--- src/rtl/cdq_pkg.sv ---
package cdq_pkg;

    // deque depth and widths; CNT_W derived from DEPTH
    localparam int DEPTH  = 16;
    localparam int CNT_W  = $clog2(DEPTH + 1);
    localparam int WORD_W = 32;
    localparam int OCC_W  = 5;
    localparam int ADDR_W = 3;

    typedef logic signed [WORD_W-1:0] word_t;

    // operation codes
    typedef enum logic [1:0] {
        OP_INS_FRONT = 2'd0,
        OP_INS_REAR  = 2'd1,
        OP_DEL_FRONT = 2'd2,
        OP_DEL_REAR  = 2'd3
    } op_t;

    // status codes
    typedef enum logic [1:0] {
        ST_OK     = 2'd0,
        ST_FULL   = 2'd1,
        ST_EMPTY  = 2'd2,
        ST_DENIED = 2'd3
    } status_t;

    // register index (taken from paddr[2])
    localparam logic REG_MODE = 1'b0;

    // restriction modes
    localparam logic MODE_IN_RESTRICT  = 1'b0;
    localparam logic MODE_OUT_RESTRICT = 1'b1;

    // per-cycle command broadcast to every cell
    typedef struct packed {
        logic push_front;
        logic pop_front;
        logic push_rear;
    } cell_ctl_t;

endpackage

--- src/rtl/cdq_cell.sv ---
module cdq_cell
    import cdq_pkg::*;
(
    input  logic      clk,
    input  cell_ctl_t ctl,
    input  word_t     left_data,
    input  word_t     right_data,
    input  word_t     ins_value,
    input  logic      ins_sel,
    input  logic      rd_sel,
    input  word_t     rear_in,
    output word_t     word,
    output word_t     rear_out
);

    word_t word_reg;
    word_t word_next;

    // shift toward the rear, shift toward the front, or load at the rear slot
    always_comb
    begin
        word_next = word_reg;
        if (ctl.push_front)
        begin
            word_next = left_data;
        end
        else if (ctl.pop_front)
        begin
            word_next = right_data;
        end
        else if (ctl.push_rear && ins_sel)
        begin
            word_next = ins_value;
        end
    end

    always_ff @(posedge clk)
    begin
        word_reg <= word_next;
    end

    // rear word collection passed along the row
    assign rear_out = rd_sel ? word_reg : rear_in;
    assign word     = word_reg;

endmodule

--- src/rtl/circular_restricted_deque_core.sv ---
// channel   | signals                                         | handshake
// ----------+-------------------------------------------------+-------------------------
// command   | start, busy, op, value                          | start & !busy
// result    | done, status, removed_value, occupancy          | done, one cycle
// config    | psel, penable, pwrite, paddr, pwdata, prdata    | psel & penable & pwrite
//
// one command beat per cycle; busy is never raised
// the result beat shows in the cycle after the command beat, from the result register
// words sit in a row of cells, front word in cell 0; front ops shift the whole row
// reset clears count, mode and the result strobe; cell words are undefined until written
// the receiver cannot stall, so results are never held back
module circular_restricted_deque_core
    import cdq_pkg::*;
(
    input  logic              clk,
    input  logic              rst_n,
    input  logic              psel,
    input  logic              penable,
    input  logic              pwrite,
    input  logic [ADDR_W-1:0] paddr,
    input  logic [31:0]       pwdata,
    output logic [31:0]       prdata,
    output logic              pready,
    input  logic              start,
    output logic              busy,
    input  logic [1:0]        op,
    input  word_t             value,
    output logic              done,
    output logic [1:0]        status,
    output word_t             removed_value,
    output logic [OCC_W-1:0]  occupancy
);

    logic             mode_reg;
    logic [CNT_W-1:0] count_reg;
    logic [CNT_W-1:0] count_next;
    logic             done_reg;
    status_t          status_reg;
    status_t          status_next;
    word_t            removed_reg;
    word_t            removed_next;
    logic [OCC_W-1:0] occ_reg;

    cell_ctl_t  ctl;
    word_t      word_w [DEPTH];
    word_t      rear_w [DEPTH];
    logic [DEPTH-1:0] ins_sel;
    logic [DEPTH-1:0] rd_sel;

    logic  accept;
    logic  denied;
    logic  is_full;
    logic  is_empty;
    op_t   op_c;

    // config port
    assign pready = 1'b1;

    always_ff @(posedge clk or negedge rst_n)
    begin
        if (!rst_n)
        begin
            mode_reg <= MODE_IN_RESTRICT;
        end
        else if (psel && penable && pwrite && (paddr[2] == REG_MODE))
        begin
            mode_reg <= pwdata[0];
        end
    end

    assign prdata = (paddr[2] == REG_MODE) ? {31'd0, mode_reg} : 32'd0;

    // command decode
    assign busy     = 1'b0;
    assign accept   = start && !busy;
    assign op_c     = op_t'(op);
    assign is_full  = (count_reg == CNT_W'(DEPTH));
    assign is_empty = (count_reg == '0);
    assign denied   = ((mode_reg == MODE_IN_RESTRICT) && (op_c == OP_INS_FRONT)) ||
                      ((mode_reg == MODE_OUT_RESTRICT) && (op_c == OP_DEL_REAR));

    always_comb
    begin
        ctl          = '0;
        status_next  = ST_OK;
        removed_next = '0;
        count_next   = count_reg;
        if (denied)
        begin
            status_next = ST_DENIED;
        end
        else
        begin
            case (op_c)
                OP_INS_FRONT, OP_INS_REAR:
                begin
                    if (is_full)
                    begin
                        status_next = ST_FULL;
                    end
                    else
                    begin
                        ctl.push_front = accept && (op_c == OP_INS_FRONT);
                        ctl.push_rear  = accept && (op_c == OP_INS_REAR);
                        count_next     = count_reg + CNT_W'(1);
                    end
                end
                OP_DEL_FRONT:
                begin
                    if (is_empty)
                    begin
                        status_next = ST_EMPTY;
                    end
                    else
                    begin
                        ctl.pop_front = accept;
                        removed_next  = word_w[0];
                        count_next    = count_reg - CNT_W'(1);
                    end
                end
                default:
                begin
                    if (is_empty)
                    begin
                        status_next = ST_EMPTY;
                    end
                    else
                    begin
                        removed_next = rear_w[DEPTH-1];
                        count_next   = count_reg - CNT_W'(1);
                    end
                end
            endcase
        end
    end

    // row of cells, front word in cell 0
    for (genvar i = 0; i < DEPTH; i++)
    begin : g_cell
        word_t left_d;
        word_t right_d;
        word_t rear_i;

        assign ins_sel[i] = (count_reg == CNT_W'(i));
        assign rd_sel[i]  = (count_reg == CNT_W'(i + 1));

        if (i == 0)
        begin : g_first
            assign left_d = value;
            assign rear_i = '0;
        end
        else
        begin : g_mid
            assign left_d = word_w[i-1];
            assign rear_i = rear_w[i-1];
        end

        if (i == DEPTH - 1)
        begin : g_last
            assign right_d = '0;
        end
        else
        begin : g_inner
            assign right_d = word_w[i+1];
        end

        cdq_cell u_cell (
            .clk        (clk),
            .ctl        (ctl),
            .left_data  (left_d),
            .right_data (right_d),
            .ins_value  (value),
            .ins_sel    (ins_sel[i]),
            .rd_sel     (rd_sel[i]),
            .rear_in    (rear_i),
            .word       (word_w[i]),
            .rear_out   (rear_w[i])
        );
    end

    // count and result strobe
    always_ff @(posedge clk or negedge rst_n)
    begin
        if (!rst_n)
        begin
            count_reg <= '0;
            done_reg  <= 1'b0;
        end
        else
        begin
            done_reg <= accept;
            if (accept)
            begin
                count_reg <= count_next;
            end
        end
    end

    // result beat payload
    always_ff @(posedge clk)
    begin
        if (accept)
        begin
            status_reg  <= status_next;
            removed_reg <= removed_next;
            occ_reg     <= OCC_W'(count_next);
        end
    end

    assign done          = done_reg;
    assign status        = status_reg;
    assign removed_value = removed_reg;
    assign occupancy     = occ_reg;

    // checks
    a_result_follows: assert property (@(posedge clk) disable iff (!rst_n)
        accept |=> done)
        else $error("command beat without result beat");

    a_no_spurious: assert property (@(posedge clk) disable iff (!rst_n)
        !accept |=> !done)
        else $error("result beat without command beat");

    a_fail_zero: assert property (@(posedge clk) disable iff (!rst_n)
        (done && (status != ST_OK)) |-> (removed_value == '0))
        else $error("failed operation returned a word");

    a_full_count: assert property (@(posedge clk) disable iff (!rst_n)
        (done && (status == ST_FULL)) |-> (occupancy == OCC_W'(DEPTH)))
        else $error("full status with room left");

    a_count_step: assert property (@(posedge clk) disable iff (!rst_n)
        (accept && (status_next == ST_OK)) |=> (count_reg != $past(count_reg)))
        else $error("successful operation left count unchanged");

endmodule
--- config.mk ---
export PLATFORM = sky130hd
export DESIGN_NAME = circular_restricted_deque_core
export DESIGN_NICKNAME = d
export VERILOG_FILES = /design/src/rtl/cdq_pkg.sv /design/src/rtl/cdq_cell.sv /design/src/rtl/circular_restricted_deque_core.sv
export SDC_FILE = /design/constraint.sdc
export NUM_CORES = 1
export LEC_CHECK = 0
export ABC_AREA = 1
export BUFFER_PORTS_ARGS = -buffer_cell sky130_fd_sc_hd__buf_2
export CAP_MARGIN = 20
export CORE_ASPECT_RATIO = 2
export CORE_UTILIZATION = 35
export DETAILED_ROUTE_END_ITERATION = 8
export GPL_TIMING_DRIVEN = 0
export PLACE_DENSITY = 0.62
export RECOVER_POWER = 50
export SETUP_SLACK_MARGIN = 0.1
export SKIP_CTS_REPAIR_TIMING = 1
export SLEW_MARGIN = 20
export SYNTH_ARGS = -nofsm -noshare
export SYNTH_HDL_FRONTEND = slang
export SYNTH_HIERARCHICAL = 1
export SYNTH_SLANG_ARGS = --single-unit
--- constraint.sdc ---
create_clock -name clk -period 9 [get_ports clk]
set_clock_uncertainty 0.05 [all_clocks]
set_input_delay 0.9 -clock clk [delete_from_list [all_inputs] [get_ports clk]]
set_output_delay 0.9 -clock clk [all_outputs]
set_load 0.1 [all_outputs]
==> out/qor.yml <==
io_pins: 149
yosysTopAreaCellShare: 0.3810
track_usage: 0.2893
min_period_ns: 7.873
wl_mm: 185.4
ant_nets: 0
leakage_nw: 24.30
worst_pin_slew_ns: 2.481
clkLatencyLatePin_ns: 0.70
drive_above_1_share: 0.1511
fp.dieW_um: 251.1
fmax_mhz: 127.0
synth.top_cells.by_area: "edfxtp_1, nand2_1, inv_1"
clock_path_buffers: 3
yosysTopAreaCell: "edfxtp_1"
cp.required_ns: 9.52
peakVddDrop_uv: 156.0
fin_tns_setup_ns: 0
fill_cells: 13250
start_util: 0.3532
cap_viol_max_count: 2
largest_reg_flops: 512
layout_commonest_cell: "nand2_1"
drc: 0
grt_pass1_vias: 39930
holdPathStages: 3
arrival_ns: 8.39
area_delta_synth_final_pct: 10.53
cp_max_fo: 10
rows: 182
run_status: "finished with violations"
r2r_cells: 40
die-area_sq_um: 125600
grt_max_degree: 47
portBuffers: 80
vias: 41100
gp_congestion: 0.9949
grt-ovfl-total: 0
critPathSlowestCell: "o21ai_0"
wire_per_inst_um: 22.49
synth-warning-count: 6
relSlewSlack: -0.6541
grt_pass1_wl_mm: 259.7
final-setup-viol-count: 0
post-place-ws_ns: 1.602
drt_iter0_drc: 3386
end_kind: "flop"
cts-root-buf: "clkbuf_16"
finalHoldViolations: 0
nets: 6708
ys_seq_area_frac: 0.3850
final_max_slew_viol_count: 71
clkTransAtPathRegs_ns: 0.08
dp_hpwl_mm: 141.8
antenna_found_initial: 13
firstDrtPassIters: 6
rsz0062_at_grt: "no"
critPathLaunchType: "flop"
ys_ff_latch: 558
layout_common_cells: "nand2_1, inv_1, nand3_1"
via_per_inst: 4.986
crit_type: "flop to flop"
p_per_area_nw_per_um2: 240.2
period_share: 0.8748
htree_num_levels: 2
cts_made_buffers: 56
die_y_um: 500.2
failed_checks: "capacitance limit, slew limit"
syn_area_per_cell_sq_um: 6.826
cts.sinks: 558
synth_area_sq_um: 43430
synthDistinctLibCells: 29
cts_tree: "done"
setup_slack_ns: 1.127
hp-class: "input port to flop"
cpPeakStageDelay_ns: 0.59
design.core.area_sq_um: 123000
synthCells: 6362
power breakdown:
group	internal, W	switching (W)	total, W
clock network	0.00125	0.00115	0.00240
logic	0.00137	0.00403	0.00539
registers	0.00334	0.000400	0.00374
per-layer routing:
metal | share of wire | GRT usage
met1 | 0.30 | 0.2521
met2 | 0.52 | 0.5393
met3 | 0.053 | 0.04292
met4 | 0.12 | 0.3067
met5 | 0.00028 | 0
kinds of logic after synthesis:
family          Yosys count  share of synthesized area
simple gates           3271                     0.3289
buf+inv                1977                     0.2184
flops                   558                     0.3850
compound gates          548                    0.06581
fa+ha+maj                 6                   0.001729
other cells               2                  0.0001729
metrics by stage:
stage / util / power, W / hold slack (ns) / std cells / cell area [sq um]
after detailed placement: 0.3798 / 0.008966 / 0.5035 / 8132 / 46700
after CTS: 0.3939 / 0.01134 / -0.04180 / 8233 / 48430
after floorplan: - / 0.006680 / 0.4629 / 6457 / 43780
final: 0.3904 / 0.01153 / 0.4296 / 8243 / 48000
after global placement: 0.3752 / 0.008895 / 0.5032 / 8101 / 46140
after global routing: 0.3902 / 0.01190 / 0.4378 / 8235 / 47980
area by class of cell:
type | instances | area (sq um) | area share
Timing Repair Buffer | 112 | 725.7 | 0.01512
Antenna cell | 9 | 22.52 | 0.0004692
Tap cell | 1564 | 1957 | 0.04077
Sequential cell | 558 | 16720 | 0.3483
Inverter | 1588 | 6110 | 0.1273
Clock buffer | 70 | 1484 | 0.03091
Clock inverter | 31 | 245.2 | 0.005109
Buffer | 389 | 3102 | 0.06462
Multi-Input combinational cell | 3922 | 17630 | 0.3674
final timing paths:
kind / start / slack [ns] / to
min in group asynchronous: rst_n / 0.60 / count_reg[1]
worst max register to register: count_reg[1] / 1.13 / removed_value[16]
max in group asynchronous: rst_n / 7.99 / count_reg[2]
worst min-delay path: pwdata[0] / 0.43 / mode_reg
worst max-delay path: count_reg[1] / 1.13 / removed_value[16]
worst min register to register: count_reg[4] / 0.52 / count_reg[4]
synth_stat cells:
master    instances
a21boi_1          1
a21oi_1           5
a21oi_2          30
and2_1            1
buf_2            87
buf_4           165
buf_6            84
buf_8            48
clkbuf_1          5
conb_1            2
dfrtp_1           7
edfxtp_1        551
ha_1              6
inv_1          1553
inv_2             2
inv_4            17
inv_8            16
nand2_1        2161
nand2_2         466
nand2_4           3
nand2_8           1
nand3_1         608
nand4_1           3
nor2_1           22
nor2_2            1
nor2_8            1
nor4_1            3
o21ai_0         512
or2_2             1
critical path, delay by kind of cell, from the launching register on:
| kind | cells | cell delay, ns |
|---|---|---|
| buffers and inverters | 18 | 1.99 |
| adder cells (fa/ha/maj) | 1 | 0.17 |
| AO/OA/AOI/OAI | 17 | 3.98 |
| flip-flops | 1 | 0.48 |
| AND/OR/NAND/NOR | 4 | 1.06 |
Power figures use the tool's default switching activity.
